File: src/design/windowed_motion_rest_sleep_fusion_assert.svh
// Assertion helpers shared by the RTL.
// Every check is sampled on i_clk and is off while i_rst_n is low.
`ifndef WINDOWED_MOTION_REST_SLEEP_FUSION_ASSERT_SVH
`define WINDOWED_MOTION_REST_SLEEP_FUSION_ASSERT_SVH

// Check that the consequent holds in the same cycle as the antecedent.
`define WMRSF_ASSERT_SAME(lbl, ante, cons, msg) \
    lbl: assert property (@(posedge i_clk) disable iff (!i_rst_n) (ante) |-> (cons)) \
        else $error(msg);

// Check that the consequent holds in the cycle after the antecedent.
`define WMRSF_ASSERT_NEXT(lbl, ante, cons, msg) \
    lbl: assert property (@(posedge i_clk) disable iff (!i_rst_n) (ante) |=> (cons)) \
        else $error(msg);

`endif

File: src/design/wmrsf_pkg.sv
package wmrsf_pkg;

    // Ring geometry
    localparam int RING_DEPTH = 32;
    localparam int RING_AW    = (RING_DEPTH > 1) ? $clog2(RING_DEPTH) : 1;
    localparam int FILL_W     = $clog2(RING_DEPTH + 1);

    // Field widths
    localparam int SRC_W   = 2;
    localparam int PROB_W  = 16;
    localparam int TIME_W  = 32;
    localparam int EVENT_W = 2;
    localparam int WIN_W   = 16;
    localparam int REQ_W   = 6;
    localparam int HIT_W   = (FILL_W > REQ_W) ? FILL_W : REQ_W;

    // Configuration port
    localparam int CFG_IDX_W  = 2;
    localparam int CFG_DATA_W = 16;
    localparam logic [CFG_IDX_W-1:0] CFG_MOTION_THR = 2'd0;
    localparam logic [CFG_IDX_W-1:0] CFG_CAMERA_THR = 2'd1;
    localparam logic [CFG_IDX_W-1:0] CFG_WIN_LEN    = 2'd2;
    localparam logic [CFG_IDX_W-1:0] CFG_REQ_COUNT  = 2'd3;

    localparam logic [PROB_W-1:0] RST_MOTION_THR = 16'd26214;
    localparam logic [PROB_W-1:0] RST_CAMERA_THR = 16'd26214;
    localparam logic [WIN_W-1:0]  RST_WIN_LEN    = 16'd5000;
    localparam logic [REQ_W-1:0]  RST_REQ_COUNT  = 6'd3;

    // Packet sources
    localparam logic [SRC_W-1:0] SRC_CAMERA = 2'd0;
    localparam logic [SRC_W-1:0] SRC_MOTION = 2'd1;

    // Reported events
    localparam logic [EVENT_W-1:0] EV_SLEEP = 2'd0;
    localparam logic [EVENT_W-1:0] EV_MOVE  = 2'd1;
    localparam logic [EVENT_W-1:0] EV_REST  = 2'd2;

    // Queue between front and back
    localparam int QUEUE_DEPTH = 2;
    localparam int QUEUE_AW    = (QUEUE_DEPTH > 1) ? $clog2(QUEUE_DEPTH) : 1;
    localparam int QUEUE_CW    = $clog2(QUEUE_DEPTH + 1);

    typedef struct packed {
        logic [PROB_W-1:0] motion_thr;
        logic [PROB_W-1:0] camera_thr;
        logic [WIN_W-1:0]  win_len;
        logic [REQ_W-1:0]  req_count;
    } t_cfg;

    // One classified packet: camera check or motion update
    typedef struct packed {
        logic              is_motion;
        logic [PROB_W-1:0] prob;
        logic [TIME_W-1:0] stamp;
        logic [TIME_W-1:0] now;
    } t_op;

endpackage

File: src/design/wmrsf_if.sv
interface wmrsf_in_if;
    logic                             valid;
    logic                             ready;
    logic [wmrsf_pkg::SRC_W-1:0]      source;
    logic [wmrsf_pkg::PROB_W-1:0]     probability;
    logic [wmrsf_pkg::TIME_W-1:0]     sample_time;
    logic [wmrsf_pkg::TIME_W-1:0]     now_ms;

    modport src  (output valid, source, probability, sample_time, now_ms, input ready);
    modport sink (input valid, source, probability, sample_time, now_ms, output ready);
endinterface

interface wmrsf_out_if;
    logic                             valid;
    logic                             ready;
    logic [wmrsf_pkg::EVENT_W-1:0]    event_res;
    logic                             camera_enable;
    logic [wmrsf_pkg::PROB_W-1:0]     report_probability;
    logic [wmrsf_pkg::TIME_W-1:0]     report_time;

    modport src  (output valid, event_res, camera_enable, report_probability, report_time,
                  input ready);
    modport sink (input valid, event_res, camera_enable, report_probability, report_time,
                  output ready);
endinterface

File: src/design/wmrsf_front.sv
module wmrsf_front (
    input  logic              i_clk,
    input  logic              i_rst_n,
    wmrsf_in_if.sink          i_pkt,
    output logic              o_op_valid,
    output wmrsf_pkg::t_op    o_op,
    input  logic              i_op_ready
);

    logic           r_vld;
    wmrsf_pkg::t_op r_op;
    logic           w_take;
    logic           w_keep;

    // Take a new packet whenever the holding register is empty or drains
    assign w_take      = !r_vld || i_op_ready;
    assign i_pkt.ready = w_take;

    // Keep camera and motion packets, drop everything else
    always_comb begin
        w_keep = i_pkt.source inside {wmrsf_pkg::SRC_CAMERA, wmrsf_pkg::SRC_MOTION};
    end

    always_ff @(posedge i_clk) begin
        if (!i_rst_n) begin
            r_vld <= 1'b0;
        end else if (w_take) begin
            r_vld <= i_pkt.valid && w_keep;
        end
    end

    // Classify and hold the payload
    always_ff @(posedge i_clk) begin
        if (w_take && i_pkt.valid) begin
            r_op.is_motion <= (i_pkt.source == wmrsf_pkg::SRC_MOTION);
            r_op.prob      <= i_pkt.probability;
            r_op.stamp     <= i_pkt.sample_time;
            r_op.now       <= i_pkt.now_ms;
        end
    end

    assign o_op_valid = r_vld;
    assign o_op       = r_op;

endmodule

File: src/design/wmrsf_queue.sv
module wmrsf_queue (
    input  logic              i_clk,
    input  logic              i_rst_n,
    input  logic              i_push_valid,
    output logic              o_push_ready,
    input  wmrsf_pkg::t_op    i_data,
    output logic              o_pop_valid,
    input  logic              i_pop,
    output wmrsf_pkg::t_op    o_data
);

    wmrsf_pkg::t_op                      r_mem [wmrsf_pkg::QUEUE_DEPTH];
    logic [wmrsf_pkg::QUEUE_AW-1:0]      r_wr;
    logic [wmrsf_pkg::QUEUE_AW-1:0]      r_rd;
    logic [wmrsf_pkg::QUEUE_CW-1:0]      r_cnt;
    logic                                w_push;
    logic                                w_pop;

    assign o_push_ready = (r_cnt != wmrsf_pkg::QUEUE_CW'(wmrsf_pkg::QUEUE_DEPTH));
    assign o_pop_valid  = (r_cnt != '0);
    assign w_push       = i_push_valid && o_push_ready;
    assign w_pop        = i_pop && o_pop_valid;
    assign o_data       = r_mem[r_rd];

    // Advance pointers and occupancy
    always_ff @(posedge i_clk) begin
        if (!i_rst_n) begin
            r_wr  <= '0;
            r_rd  <= '0;
            r_cnt <= '0;
        end else begin
            if (w_push) begin
                r_wr <= (r_wr == wmrsf_pkg::QUEUE_AW'(wmrsf_pkg::QUEUE_DEPTH - 1)) ?
                        '0 : r_wr + 1'b1;
            end
            if (w_pop) begin
                r_rd <= (r_rd == wmrsf_pkg::QUEUE_AW'(wmrsf_pkg::QUEUE_DEPTH - 1)) ?
                        '0 : r_rd + 1'b1;
            end
            if (w_push && !w_pop) begin
                r_cnt <= r_cnt + 1'b1;
            end else if (w_pop && !w_push) begin
                r_cnt <= r_cnt - 1'b1;
            end
        end
    end

    // Store entries
    always_ff @(posedge i_clk) begin
        if (w_push) begin
            r_mem[r_wr] <= i_data;
        end
    end

endmodule

File: src/design/wmrsf_back.sv
`include "windowed_motion_rest_sleep_fusion_assert.svh"

module wmrsf_back (
    input  logic              i_clk,
    input  logic              i_rst_n,
    input  wmrsf_pkg::t_cfg   i_cfg,
    input  logic              i_op_valid,
    output logic              o_op_pop,
    input  wmrsf_pkg::t_op    i_op,
    wmrsf_out_if.src          o_res
);

    localparam logic [1:0] ST_IDLE = 2'd0;
    localparam logic [1:0] ST_SCAN = 2'd1;
    localparam logic [1:0] ST_EMIT = 2'd2;

    // Ring storage
    logic [wmrsf_pkg::PROB_W-1:0]  r_prob_ring [wmrsf_pkg::RING_DEPTH];
    logic [wmrsf_pkg::TIME_W-1:0]  r_time_ring [wmrsf_pkg::RING_DEPTH];
    logic [wmrsf_pkg::PROB_W-1:0]  r_prob_q;
    logic [wmrsf_pkg::TIME_W-1:0]  r_time_q;

    // Control state
    logic [1:0]                    r_state, n_state;
    logic [wmrsf_pkg::RING_AW-1:0] r_head, n_head;
    logic [wmrsf_pkg::FILL_W-1:0]  r_fill, n_fill;
    logic                          r_resting, n_resting;
    logic [wmrsf_pkg::FILL_W-1:0]  r_idx, n_idx;
    logic [wmrsf_pkg::HIT_W-1:0]   r_hits, n_hits;
    logic                          r_rd_vld, n_rd_vld;
    logic [wmrsf_pkg::RING_AW-1:0] r_rd_addr, n_rd_addr;
    logic                          r_out_valid, n_out_valid;

    // Payload state
    wmrsf_pkg::t_op                r_cur, n_cur;
    logic [wmrsf_pkg::EVENT_W-1:0] r_res_event, n_res_event;
    logic                          r_res_cam, n_res_cam;
    logic [wmrsf_pkg::EVENT_W-1:0] r_out_event;
    logic                          r_out_cam;
    logic [wmrsf_pkg::PROB_W-1:0]  r_out_prob;
    logic [wmrsf_pkg::TIME_W-1:0]  r_out_time;

    logic                          w_out_free;
    logic                          w_load;
    logic                          w_pop;
    logic                          w_write;
    logic                          w_issue;
    logic [wmrsf_pkg::TIME_W-1:0]  w_age;
    logic                          w_in_win;
    logic                          w_hit;
    logic [wmrsf_pkg::HIT_W-1:0]   w_hits_inc;
    logic                          w_found;
    logic                          w_stop;

    assign w_out_free = !r_out_valid || o_res.ready;
    assign w_load     = (r_state == ST_EMIT) && w_out_free;
    assign w_pop      = (r_state == ST_IDLE) && i_op_valid;
    assign w_write    = w_pop && i_op.is_motion;
    assign o_op_pop   = w_pop;

    // Scan datapath: one entry read per cycle, evaluated the cycle after
    assign w_issue    = (r_state == ST_SCAN) && (r_idx != r_fill);
    assign w_age      = r_cur.now - r_time_q;
    assign w_in_win   = (w_age <= wmrsf_pkg::TIME_W'(i_cfg.win_len));
    assign w_hit      = (r_prob_q >= i_cfg.motion_thr);
    assign w_hits_inc = r_hits + 1'b1;
    assign w_found    = (r_state == ST_SCAN) && r_rd_vld && w_in_win && w_hit &&
                        (w_hits_inc >= wmrsf_pkg::HIT_W'(i_cfg.req_count));
    assign w_stop     = (r_state == ST_SCAN) &&
                        ((r_rd_vld && !w_in_win) || (!r_rd_vld && (r_idx == r_fill)));

    // Sequence one operation at a time
    always_comb begin
        n_state     = r_state;
        n_head      = r_head;
        n_fill      = r_fill;
        n_resting   = r_resting;
        n_idx       = r_idx;
        n_hits      = r_hits;
        n_rd_vld    = r_rd_vld;
        n_rd_addr   = r_rd_addr;
        n_cur       = r_cur;
        n_res_event = r_res_event;
        n_res_cam   = r_res_cam;
        n_out_valid = w_load ? 1'b1 : (o_res.ready ? 1'b0 : r_out_valid);

        case (r_state)
            ST_IDLE: begin
                if (i_op_valid) begin
                    n_cur = i_op;
                    if (i_op.is_motion) begin
                        n_head    = (r_head == wmrsf_pkg::RING_AW'(wmrsf_pkg::RING_DEPTH - 1)) ?
                                    '0 : r_head + 1'b1;
                        if (r_fill != wmrsf_pkg::FILL_W'(wmrsf_pkg::RING_DEPTH)) begin
                            n_fill = r_fill + 1'b1;
                        end
                        n_idx     = '0;
                        n_hits    = '0;
                        n_rd_vld  = 1'b0;
                        n_rd_addr = r_head;
                        n_state   = ST_SCAN;
                    end else if (r_resting && (i_op.prob > i_cfg.camera_thr)) begin
                        n_res_event = wmrsf_pkg::EV_SLEEP;
                        n_res_cam   = 1'b1;
                        n_state     = ST_EMIT;
                    end
                end
            end
            ST_SCAN: begin
                n_rd_vld = w_issue;
                if (w_issue) begin
                    n_idx     = r_idx + 1'b1;
                    n_rd_addr = (r_rd_addr == '0) ?
                                wmrsf_pkg::RING_AW'(wmrsf_pkg::RING_DEPTH - 1) :
                                r_rd_addr - 1'b1;
                end
                if (r_rd_vld && w_in_win && w_hit) begin
                    n_hits = w_hits_inc;
                end
                if (w_found) begin
                    n_resting   = 1'b0;
                    n_res_event = wmrsf_pkg::EV_MOVE;
                    n_res_cam   = 1'b0;
                    n_state     = ST_EMIT;
                end else if (w_stop) begin
                    n_resting   = 1'b1;
                    n_res_event = wmrsf_pkg::EV_REST;
                    n_res_cam   = 1'b1;
                    n_state     = ST_EMIT;
                end
            end
            ST_EMIT: begin
                if (w_out_free) begin
                    n_state = ST_IDLE;
                end
            end
            default: begin
                n_state = ST_IDLE;
            end
        endcase
    end

    always_ff @(posedge i_clk) begin
        if (!i_rst_n) begin
            r_state     <= ST_IDLE;
            r_head      <= '0;
            r_fill      <= '0;
            r_resting   <= 1'b0;
            r_idx       <= '0;
            r_hits      <= '0;
            r_rd_vld    <= 1'b0;
            r_rd_addr   <= '0;
            r_out_valid <= 1'b0;
        end else begin
            r_state     <= n_state;
            r_head      <= n_head;
            r_fill      <= n_fill;
            r_resting   <= n_resting;
            r_idx       <= n_idx;
            r_hits      <= n_hits;
            r_rd_vld    <= n_rd_vld;
            r_rd_addr   <= n_rd_addr;
            r_out_valid <= n_out_valid;
        end
    end

    // Hold the current operation, its result and the output register
    always_ff @(posedge i_clk) begin
        r_cur       <= n_cur;
        r_res_event <= n_res_event;
        r_res_cam   <= n_res_cam;
        if (w_load) begin
            r_out_event <= r_res_event;
            r_out_cam   <= r_res_cam;
            r_out_prob  <= r_cur.prob;
            r_out_time  <= r_cur.stamp;
        end
    end

    // Ring memory: write the new motion entry, read one entry per scan cycle
    always_ff @(posedge i_clk) begin
        if (w_write) begin
            r_prob_ring[r_head] <= i_op.prob;
            r_time_ring[r_head] <= i_op.stamp;
        end
        if (w_issue) begin
            r_prob_q <= r_prob_ring[r_rd_addr];
            r_time_q <= r_time_ring[r_rd_addr];
        end
    end

    assign o_res.valid              = r_out_valid;
    assign o_res.event_res          = r_out_event;
    assign o_res.camera_enable      = r_out_cam;
    assign o_res.report_probability = r_out_prob;
    assign o_res.report_time        = r_out_time;

    `WMRSF_ASSERT_SAME(a_fill_bound, 1'b1,
        r_fill <= wmrsf_pkg::FILL_W'(wmrsf_pkg::RING_DEPTH), "ring fill above depth")
    `WMRSF_ASSERT_SAME(a_scan_nonempty, r_state == ST_SCAN,
        (r_fill != '0) && (r_idx <= r_fill), "scan with empty ring or index past fill")
    `WMRSF_ASSERT_NEXT(a_move_clears_rest, w_found, !r_resting && (r_res_cam == 1'b0),
        "movement did not clear resting")
    `WMRSF_ASSERT_NEXT(a_load_sets_valid, w_load, r_out_valid && (r_state == ST_IDLE),
        "result load did not set output valid")
    `WMRSF_ASSERT_SAME(a_pop_only_idle, o_op_pop, r_state == ST_IDLE,
        "queue popped outside idle")

endmodule

File: src/design/windowed_motion_rest_sleep_fusion.sv
// Channel   Direction  Payload                                           Accepted when
// i_pkt     in         source, probability, sample_time, now_ms          valid && ready
// o_res     out        event_res, camera_enable, report_probability,
//                      report_time                                       valid && ready
// i_cfg_*   in         register index, write data                        i_cfg_we
//
// Heart-rate packets vanish in the front stage. A motion packet runs a backward scan that
// reads one ring entry per cycle from a single port. The scan ends early on the first entry
// outside the window or once enough movement hits are counted. Reset is synchronous and
// active low; it empties the ring and clears resting. The input stays open while the back
// end scans or a result waits, until the two-entry queue and the front register are full.
module windowed_motion_rest_sleep_fusion (
    input  logic                                i_clk,
    input  logic                                i_rst_n,
    input  logic                                i_cfg_we,
    input  logic [wmrsf_pkg::CFG_IDX_W-1:0]     i_cfg_idx,
    input  logic [wmrsf_pkg::CFG_DATA_W-1:0]    i_cfg_data,
    wmrsf_in_if.sink                            i_pkt,
    wmrsf_out_if.src                            o_res
);

    wmrsf_pkg::t_cfg r_cfg;
    logic            w_f_valid;
    logic            w_f_ready;
    wmrsf_pkg::t_op  w_f_op;
    logic            w_b_valid;
    logic            w_b_pop;
    wmrsf_pkg::t_op  w_b_op;

    // Configuration registers
    always_ff @(posedge i_clk) begin
        if (!i_rst_n) begin
            r_cfg.motion_thr <= wmrsf_pkg::RST_MOTION_THR;
            r_cfg.camera_thr <= wmrsf_pkg::RST_CAMERA_THR;
            r_cfg.win_len    <= wmrsf_pkg::RST_WIN_LEN;
            r_cfg.req_count  <= wmrsf_pkg::RST_REQ_COUNT;
        end else if (i_cfg_we) begin
            case (i_cfg_idx)
                wmrsf_pkg::CFG_MOTION_THR: r_cfg.motion_thr <= i_cfg_data;
                wmrsf_pkg::CFG_CAMERA_THR: r_cfg.camera_thr <= i_cfg_data;
                wmrsf_pkg::CFG_WIN_LEN:    r_cfg.win_len    <= i_cfg_data;
                wmrsf_pkg::CFG_REQ_COUNT:  r_cfg.req_count  <= i_cfg_data[wmrsf_pkg::REQ_W-1:0];
                default: begin
                end
            endcase
        end
    end

    wmrsf_front u_front (
        .i_clk      (i_clk),
        .i_rst_n    (i_rst_n),
        .i_pkt      (i_pkt),
        .o_op_valid (w_f_valid),
        .o_op       (w_f_op),
        .i_op_ready (w_f_ready)
    );

    wmrsf_queue u_queue (
        .i_clk        (i_clk),
        .i_rst_n      (i_rst_n),
        .i_push_valid (w_f_valid),
        .o_push_ready (w_f_ready),
        .i_data       (w_f_op),
        .o_pop_valid  (w_b_valid),
        .i_pop        (w_b_pop),
        .o_data       (w_b_op)
    );

    wmrsf_back u_back (
        .i_clk      (i_clk),
        .i_rst_n    (i_rst_n),
        .i_cfg      (r_cfg),
        .i_op_valid (w_b_valid),
        .o_op_pop   (w_b_pop),
        .i_op       (w_b_op),
        .o_res      (o_res)
    );

endmodule

File: src/flat_wrapper.sv
// flat-port wrapper written by rule: the top's interface ports become plain ports
module windowed_motion_rest_sleep_fusion_flat 
  (i_clk, i_rst_n, i_cfg_we, i_cfg_idx, i_cfg_data, i_pkt_valid, i_pkt_source, i_pkt_probability, i_pkt_sample_time, i_pkt_now_ms, i_pkt_ready, o_res_valid, o_res_event_res, o_res_camera_enable, o_res_report_probability, o_res_report_time, o_res_ready);
  wmrsf_in_if i_pkt_i ();
  wmrsf_out_if o_res_i ();
  input  logic i_clk;
  input  logic i_rst_n;
  input  logic i_cfg_we;
  input  logic [wmrsf_pkg::CFG_IDX_W-1:0] i_cfg_idx;
  input  logic [wmrsf_pkg::CFG_DATA_W-1:0] i_cfg_data;
  input wire logic [$bits(i_pkt_i.valid)-1:0] i_pkt_valid;
  input wire logic [$bits(i_pkt_i.source)-1:0] i_pkt_source;
  input wire logic [$bits(i_pkt_i.probability)-1:0] i_pkt_probability;
  input wire logic [$bits(i_pkt_i.sample_time)-1:0] i_pkt_sample_time;
  input wire logic [$bits(i_pkt_i.now_ms)-1:0] i_pkt_now_ms;
  output wire logic [$bits(i_pkt_i.ready)-1:0] i_pkt_ready;
  output wire logic [$bits(o_res_i.valid)-1:0] o_res_valid;
  output wire logic [$bits(o_res_i.event_res)-1:0] o_res_event_res;
  output wire logic [$bits(o_res_i.camera_enable)-1:0] o_res_camera_enable;
  output wire logic [$bits(o_res_i.report_probability)-1:0] o_res_report_probability;
  output wire logic [$bits(o_res_i.report_time)-1:0] o_res_report_time;
  input wire logic [$bits(o_res_i.ready)-1:0] o_res_ready;
  assign i_pkt_i.valid = i_pkt_valid;
  assign i_pkt_i.source = i_pkt_source;
  assign i_pkt_i.probability = i_pkt_probability;
  assign i_pkt_i.sample_time = i_pkt_sample_time;
  assign i_pkt_i.now_ms = i_pkt_now_ms;
  assign i_pkt_ready = i_pkt_i.ready;
  assign o_res_valid = o_res_i.valid;
  assign o_res_event_res = o_res_i.event_res;
  assign o_res_camera_enable = o_res_i.camera_enable;
  assign o_res_report_probability = o_res_i.report_probability;
  assign o_res_report_time = o_res_i.report_time;
  assign o_res_i.ready = o_res_ready;
  windowed_motion_rest_sleep_fusion u_core (.i_clk(i_clk), .i_rst_n(i_rst_n), .i_cfg_we(i_cfg_we), .i_cfg_idx(i_cfg_idx), .i_cfg_data(i_cfg_data), .i_pkt(i_pkt_i), .o_res(o_res_i));
endmodule
File: config.mk
export PLATFORM = sky130hd
export DESIGN_NAME = windowed_motion_rest_sleep_fusion_flat
export DESIGN_NICKNAME = d
export VERILOG_FILES = /design/src/design/wmrsf_pkg.sv /design/src/design/wmrsf_if.sv /design/src/design/wmrsf_front.sv /design/src/design/wmrsf_queue.sv /design/src/design/wmrsf_back.sv /design/src/design/windowed_motion_rest_sleep_fusion.sv /design/src/flat_wrapper.sv
export VERILOG_INCLUDE_DIRS = /design/src /design/src/design
export SDC_FILE = /design/constraint.sdc
export NUM_CORES = 2
export LEC_CHECK = 0
export ABC_CLOCK_PERIOD_IN_PS = 13100
export BUFFER_PORTS_ARGS = -buffer_cell sky130_fd_sc_hd__buf_2
export CAP_MARGIN = 20
export CORE_MARGIN = 3
export CORE_UTILIZATION = 62
export CTS_CLUSTER_SIZE = 40
export DETAILED_ROUTE_END_ITERATION = 16
export GPL_TIMING_DRIVEN = 0
export PLACE_DENSITY = 0.79
export SLEW_MARGIN = 0
export SYNTH_ARGS = -nofsm -noshare
export SYNTH_HDL_FRONTEND = slang
export SYNTH_SLANG_ARGS = --single-unit
File: constraint.sdc
create_clock -name i_clk -period 13.1 [get_ports i_clk]
set_input_delay 1.31 -clock i_clk [delete_from_list [all_inputs] [get_ports i_clk]]
set_output_delay 1.31 -clock i_clk [all_outputs]
set_load 0.005 [all_outputs]
### Word level (Yosys, flattened, before mapping)

Memories as Yosys holds them, arrays and structs flattened. A register that Yosys moved wholly into a read port is not among the register bits.
Cells that the tools add are included.

* memory bits (writable): 1698
* output and inout bits: 53
* memories: 3
* flip-flop bits (word level): 307

Memories
* u_core.u_back.r_time_ring: words 32, bits a word 32, rd ports 1, clocked after memory_dff 1, wr ports 1, line wmrsf_back.sv:19 `logic [wmrsf_pkg::TIME_W-1:0] r_time_ring [wmrsf_pkg::RING_DEPTH];`
* u_core.u_back.r_prob_ring: words 32, bits a word 16, rd ports 1, clocked after memory_dff 1, wr ports 1, line wmrsf_back.sv:18 `logic [wmrsf_pkg::PROB_W-1:0] r_prob_ring [wmrsf_pkg::RING_DEPTH];`
* u_core.u_queue.r_mem: words 2, bits a word 81, rd ports 1, clocked after memory_dff 1, wr ports 1, line wmrsf_queue.sv:12 `wmrsf_pkg::t_op r_mem [wmrsf_pkg::QUEUE_DEPTH];`

* equality and inequality tests: 20
* $lt $le $gt $ge: 4
* add/subtract/negate cells: 10
* reduce and logical (&&, ||, !) cells: 52
* multiplexer cells: 45

Operator list (number)
* <= comparator 32 x 16 -> 1 bit: 1
* subtractor 32 bit: 1
* two-way mux 5 bit: 5
* two-way mux 2 bit: 12
* two-way mux 6 bit: 4
* one-hot mux 6 bit (2 select lines): 2
* logical AND 1 bit: 20
* adder 6 x 1 -> 6 bit (second input constant): 3
* two-way mux 1 bit: 17
* greater-or-equal comparator 16 bit: 1
* > comparator 16 bit: 1
* AND reduction 4 bit: 4
* inequality test 2 bit (second input constant): 6
* AND reduction 2 bit: 6
* nonzero test 2 bit: 6
* one-hot mux 5 bit (2 select lines): 1
* equality test 2 x 1 -> 1 bit (second input constant): 3
* equality test 2 bit (second input constant): 3
* equality test 6 bit: 1
* greater-or-equal comparator 6 bit: 1
* zero test 1 bit: 6
* zero test 2 bit: 3
* inequality test 6 bit: 1
* inequality test 6 bit (second input constant): 1
* 16 further kinds: 22

### Depth between registers and ports, before layout

* depth after elaboration: 9
* mapped depth: 23

### Modules after synthesis

Synthesis repeated with hierarchy kept, for this count alone.

* cell total of the unflattened synthesis: 3736
* area total of the unflattened synthesis: 79799.0 µm²

Modules (own cells, without submodules)
* wmrsf_back: times used 1, area an instance 69060.0 µm², sequential area each 52250.1 µm², cells an instance 3160
* wmrsf_queue: times used 1, area an instance 6084.6 µm², sequential area each 4964.8 µm², cells an instance 276
* wmrsf_front: times used 1, area an instance 2506.2 µm², sequential area each 2452.4 µm², cells an instance 87
* windowed_motion_rest_sleep_fusion: times used 1, area an instance 2148.3 µm², sequential area each 1081.0 µm², cells an instance 213

### Least setup slack after synthesis

Ideal clock, no wire load.

* kind: register to register
* from: register u_core.u_queue.r_cnt[0] (netlist bit)
* to: memory u_core.u_queue.r_mem[0][0] (netlist bit) (enable)
* arrival: 4.009 ns
* slack: 8.569 ns
* setup time: 0.522 ns
* buffers on the path: 0
* stages on the path, launching flop included: 4
* period minus slack after synthesis: 4.531 ns
* path through: dfxtp_1 -> nand2b_1 -> nand2_1 -> nor2_1

* cells in the longest elaborated chain, start to end: 4

RTL lines
* start: declaration: line wmrsf_queue.sv:15 `logic [wmrsf_pkg::QUEUE_CW-1:0] r_cnt;`
* start signal: assignment: line wmrsf_queue.sv:41 `r_cnt <= r_cnt + 1'b1;`
* start signal: assignment: line wmrsf_queue.sv:43 `r_cnt <= r_cnt - 1'b1;`
* inequality test 2 bit: line wmrsf_queue.sv:19 `assign o_push_ready = (r_cnt != wmrsf_pkg::QUEUE_CW'(wmrsf_pkg::QUEUE_DEPTH));`
* logical AND 1 bit: line wmrsf_queue.sv:21 `assign w_push = i_push_valid && o_push_ready;`
* two-way mux 1 bit: line wmrsf_queue.sv:50 `if (w_push) begin`
* two-way mux 1 bit (not written as such): line wmrsf_queue.sv:51 `r_mem[r_wr] <= i_data;`
* end: declaration: line wmrsf_queue.sv:12

No other way between the ends.

### Worst setup path after layout

* from: register u_core.u_back.r_time_q[0] (netlist bit), read port of u_core.u_back.r_time_ring
* to: register u_core.u_back.r_hits[4] (netlist bit)

* cells in the longest elaborated chain, start to end: 6

RTL lines
* start: declaration: line wmrsf_back.sv:21 `logic [wmrsf_pkg::TIME_W-1:0] r_time_q;`
* subtractor 32 bit: line wmrsf_back.sv:63 `assign w_age = r_cur.now - r_time_q;`
* <= comparator 32 x 16 -> 1 bit: line wmrsf_back.sv:64 `assign w_in_win = (w_age <= wmrsf_pkg::TIME_W'(i_cfg.win_len));`
* logical AND 1 bit (2 in a row): line wmrsf_back.sv:117 `if (r_rd_vld && w_in_win && w_hit) begin`
* inequality test 2 x 1 -> 1 bit (no line)
* AND reduction 4 bit (no line)
* end signal: assignment: line wmrsf_back.sv:160 `r_hits <= n_hits;`
* end: declaration: line wmrsf_back.sv:29 `logic [wmrsf_pkg::HIT_W-1:0] r_hits, n_hits;`

No other way between the ends.
A chain may end at the register's enable or synchronous reset.

==> summary.txt <==
Clock network
  • Max Buffers Root-to-Sink: 3
  • CTS tree: built
  • Post-CTS sizing: 0
  • CTS sink count: 2054
  • Setup Buffers After CTS: 0
  • CTS Buf Count: around 190
  • Worst-path clk slew: 0.06 ns
  • # H-tree levels: 4
  • Hold buffers post-CTS: 0
  • Worst skew pair latency: between 0.8 and 0.9 ns
  • Clock root buffer master: clkbuf_16

Placed design
  • Detailed-placement wirelength estimate: between 100000 and 150000 microns
  • RD Place Congestion: a little under 0.9
  • # port buffers: around 160
  • Placed Instances: between 5000 and 6000
  • Placement Setup Slack: 7.60 ns
  • Post-DP Area: around 84000 sq um

Finish
  • Storage cell area: around 61000 sq um
  • # nets final: about 4400
  • Area grow syn2layout: 14.9%
  • Layout cells sized above 1: 0.281
  • Multi-input logic area: 17800 sq um
  • Commonest cells after routing, fill and taps aside: edfxtp_1 (1961), mux4_2 (480), clkbuf_16 (195)
  • Most common cell after layout, fill and taps aside: edfxtp_1
  • Final Non-Filler Cells: roughly 6000
  • Post-route cell area: slightly above 90000 sq um
  • # fillers: ~6800

Timing
  • Relative slew slack: 0.110
  • Final hold violation count: 0
  • Final min period: approximately 5.7 ns
  • Final Skew: 0.0458 ns
  • Setup TNS: 0 ns
  • Slew of the pin with the lowest slew margin: roughly 1.3 ns
  • RSZ-0062 raised after global routing: no
  • Setup-failing EPs final: 0
  • Final slew viol count: 0
  • Fmax: 176 MHz
  • Final Cycle Share: 0.435
  • Setup WS post-layout: about 7.4 ns

Detailed routing
  • DRC: 0
  • Final ANT Viol Nets: 0
  • Vias per inst: about 7.0
  • DRT Wirelength: 216000 microns
  • Avg WL per Cell: between 30 and 40 microns
  • Via count: between 40000 and 50000
  • Initial drt markers: approximately 6500
  • Drt pass-1 iters: 7

Synthesis
  • Number of enable flip-flop cells after synthesis: 1961
  • Post-synthesis cell count: approximately 3700
  • Flops & latches, synth: about 2000
  • Ys Warns: 0
  • Post-synthesis async set-or-reset flop share: 0
  • Sequential share of the synthesized area: 0.765
  • Syn nets: 3918
  • Top FF cell, synth: edfxtp_1
  • Mapped Area: 79400 sq um
  • Syn avg cell area: between 20 and 25 sq um
  • Cell variety after synth: 76

Floorplan
  • Core area: 126000 sq um
  • Die ar.: approximately 130000 sq um
  • Row cnt: between 100 and 150
  • Initial Utilization: 0.628
  • Die height: around 360 microns
  • I/O pin count: around 160
  • Die outline width: ~360 microns

Worst hold path
  • Min-Delay Startpoint: u_core.u_back.r_cur[42]
  • Min-Delay Path Class: reg -> reg

Power
  • Sw Ratio: 0.264
  • Clock Power Share: 0.345
  • P per Cell Area: 178 nW/um^2
  • Power Total: 16.3 mW
  • Reg power frac: 0.487
  • Combinational power share: 0.168
  • Switching pwr: between 4 and 5 mW
  • Pleak: around 29 nW
  • Design internal power: approximately 12 mW
  • Peak VDD IR: ~0.00016 V

Critical path
  • Setup crit start: u_core.u_back.r_time_q[0]
  • Worst setup EP type: flop
  • Bufs and invs on worst path: 0
  • CP cell instances: ha_1 > fa_1 > nor2b_1 > o2111ai_1 > a211oi_1 > or3_2 > xor2_1 > ha_1 > a21oi_1 > nand2_1 > a22o_1 > a2111o_1 > a211oi_1 > nand4_1 > nor4_4 > nand3_2 > nor4_4 > o21ai_2 > a32o_1
  • Crit path DAT: between 6 and 7 ns
  • Crit path max fanout: 7
  • WP data required: about 14 ns
  • Crit path kind: reg -> reg
  • CP top delay family: compound AO/OA/AOI/OAI gates
  • CP max stage delay: roughly 0.46 ns
  • Worst r2r src: u_core.u_back.r_time_q[0]
  • Crit start category: flop
  • Slowest-stage cell, CP: a211oi_1

GRT
  • Global-route wire length before repair: 306000 microns
  • Global Route Usage Sum: 0.330
  • Largest net degree at the start of global routing: a little under 60
  • Vias in the first global route: around 43000
  • Initial antenna violation count: 13
  • Grt ovf: 0

Outcome
  • Status: complete, no violations

Run
  • Max Cap Viol: 0
## cell families (layout without fill, tap and decap cells)
kind of cell / after synthesis / after routing / synth area share
AOI/OAI and AO/OA: 263 / 263 / 0.0221
xor gates and xnor gates: 40 / 40 / 0.00441
adders and majority gates: 97 / 97 / 0.0154
buffers and inverters: 261 / 898 / 0.0134
DFF: 2054 / 2054 / 0.765
muxes: 617 / 617 / 0.155
other: 0 / 7 / 0
and+or+nand+nor: 384 / 384 / 0.0241
## path summary, 6_finish.rpt
path	slack, ns	endpoint	depth (start not counted)
setup / recovery	7.41	u_core.u_back.r_hits[4]	19
hold / removal	0.41	u_core.u_back.o_res.report_time[10]	0
setup reg to reg	7.41	u_core.u_back.r_hits[4]	19
hold reg to reg	0.41	u_core.u_back.o_res.report_time[10]	0
## Yosys cell counts, drive strengths merged, types with 4 or more instances
| cell type | instances | area, sq um |
|---|---|---|
| or3 | 6 | 40.0 |
| o22ai | 4 | 25.0 |
| xnor2 | 25 | 219 |
| clkbuf | 112 | 450 |
| a31oi | 5 | 31.3 |
| a21boi | 40 | 300 |
| a211oi | 6 | 50.1 |
| buf | 46 | 218 |
| ha | 96 | 1200 |
| or4 | 6 | 47.6 |
| mux2 | 127 | 1430 |
| mux4 | 480 | 10800 |
| o21a | 14 | 105 |
| and2 | 13 | 82.6 |
| nand4 | 18 | 125 |
| nand2b | 13 | 81.3 |
| a21o | 22 | 165 |
| nand3b | 7 | 52.6 |
| o311ai | 4 | 35.0 |
| a21oi | 68 | 340 |
| nor3b | 5 | 37.5 |
| dfxtp | 93 | 1860 |
| and4 | 4 | 40.0 |
| mux2i | 10 | 100 |
| a32o | 4 | 40.0 |
| inv | 102 | 383 |
| xor2 | 15 | 131 |
| nor2 | 73 | 274 |
| o21ai | 41 | 209 |
| nor3 | 12 | 60.1 |
| and3 | 9 | 58.8 |
| nor2b | 24 | 150 |
| nand2 | 151 | 567 |
| nand3 | 27 | 140 |
| o211ai | 28 | 215 |
| edfxtp | 1961 | 58900 |
| nor4 | 6 | 73.8 |
## flip-flops by register name, summed over array words and instances, names as in the netlist, 6 cells and up, named ones only
name	flops
u_core.u_back.o_res.report_probability	16
u_core.u_back.r_hits	6
u_core.u_back.r_time_ring	1024
u_core.u_front.o_op	81
u_core.u_queue.r_mem	162
u_core.u_back.r_idx	6
u_core.r_cfg	54
u_core.u_back.o_res.report_time	32
u_core.u_back.r_prob_q	16
u_core.u_back.r_time_q	32
u_core.u_back.r_fill	6
u_core.u_back.r_prob_ring	512
u_core.u_back.r_cur	80
## layout make-up
cell class | instances | share of cell area
Antenna cell | 7 | 0.000192
Buffer | 159 | 0.00746
Clock buffer | 244 | 0.0558
Clock inverter | 110 | 0.0134
Inverter | 102 | 0.00422
Multi-Input combinational cell | 1401 | 0.196
Sequential cell | 2054 | 0.666
Tap cell | 1650 | 0.0226
Timing Repair Buffer | 283 | 0.0349
## through the flow
step,hold WS [ns],util
after global placement,0.401,0.651
after global routing,0.417,0.722
final,0.409,0.722
after CTS,0.418,0.718
after detailed placement,0.405,0.668
after floorplan,0.400,-
## power by group through the flow
stage               combinational [mW]  sequential [mW]  clock [mW]
floorplan                         1.62             8.02           0
global placement                  2.39             8.09           0
detailed placement                2.56             8.06           0
CTS                               2.63             7.93        5.64
global route                      2.88             7.95        5.88
finish                            2.73             7.93        5.62
## metal layers
layer	up-vias	global-route usage	share of wire	routed length (microns)
li1	16300	-	-	-
met1	21500	0.440	0.34	74400
met2	3573	0.524	0.48	105000
met3	710	0.0800	0.12	25500
met4	8	0.156	0.054	11600
met5	-	0	0.00027	58
Note: power is estimated with default switching activity, not from simulation.
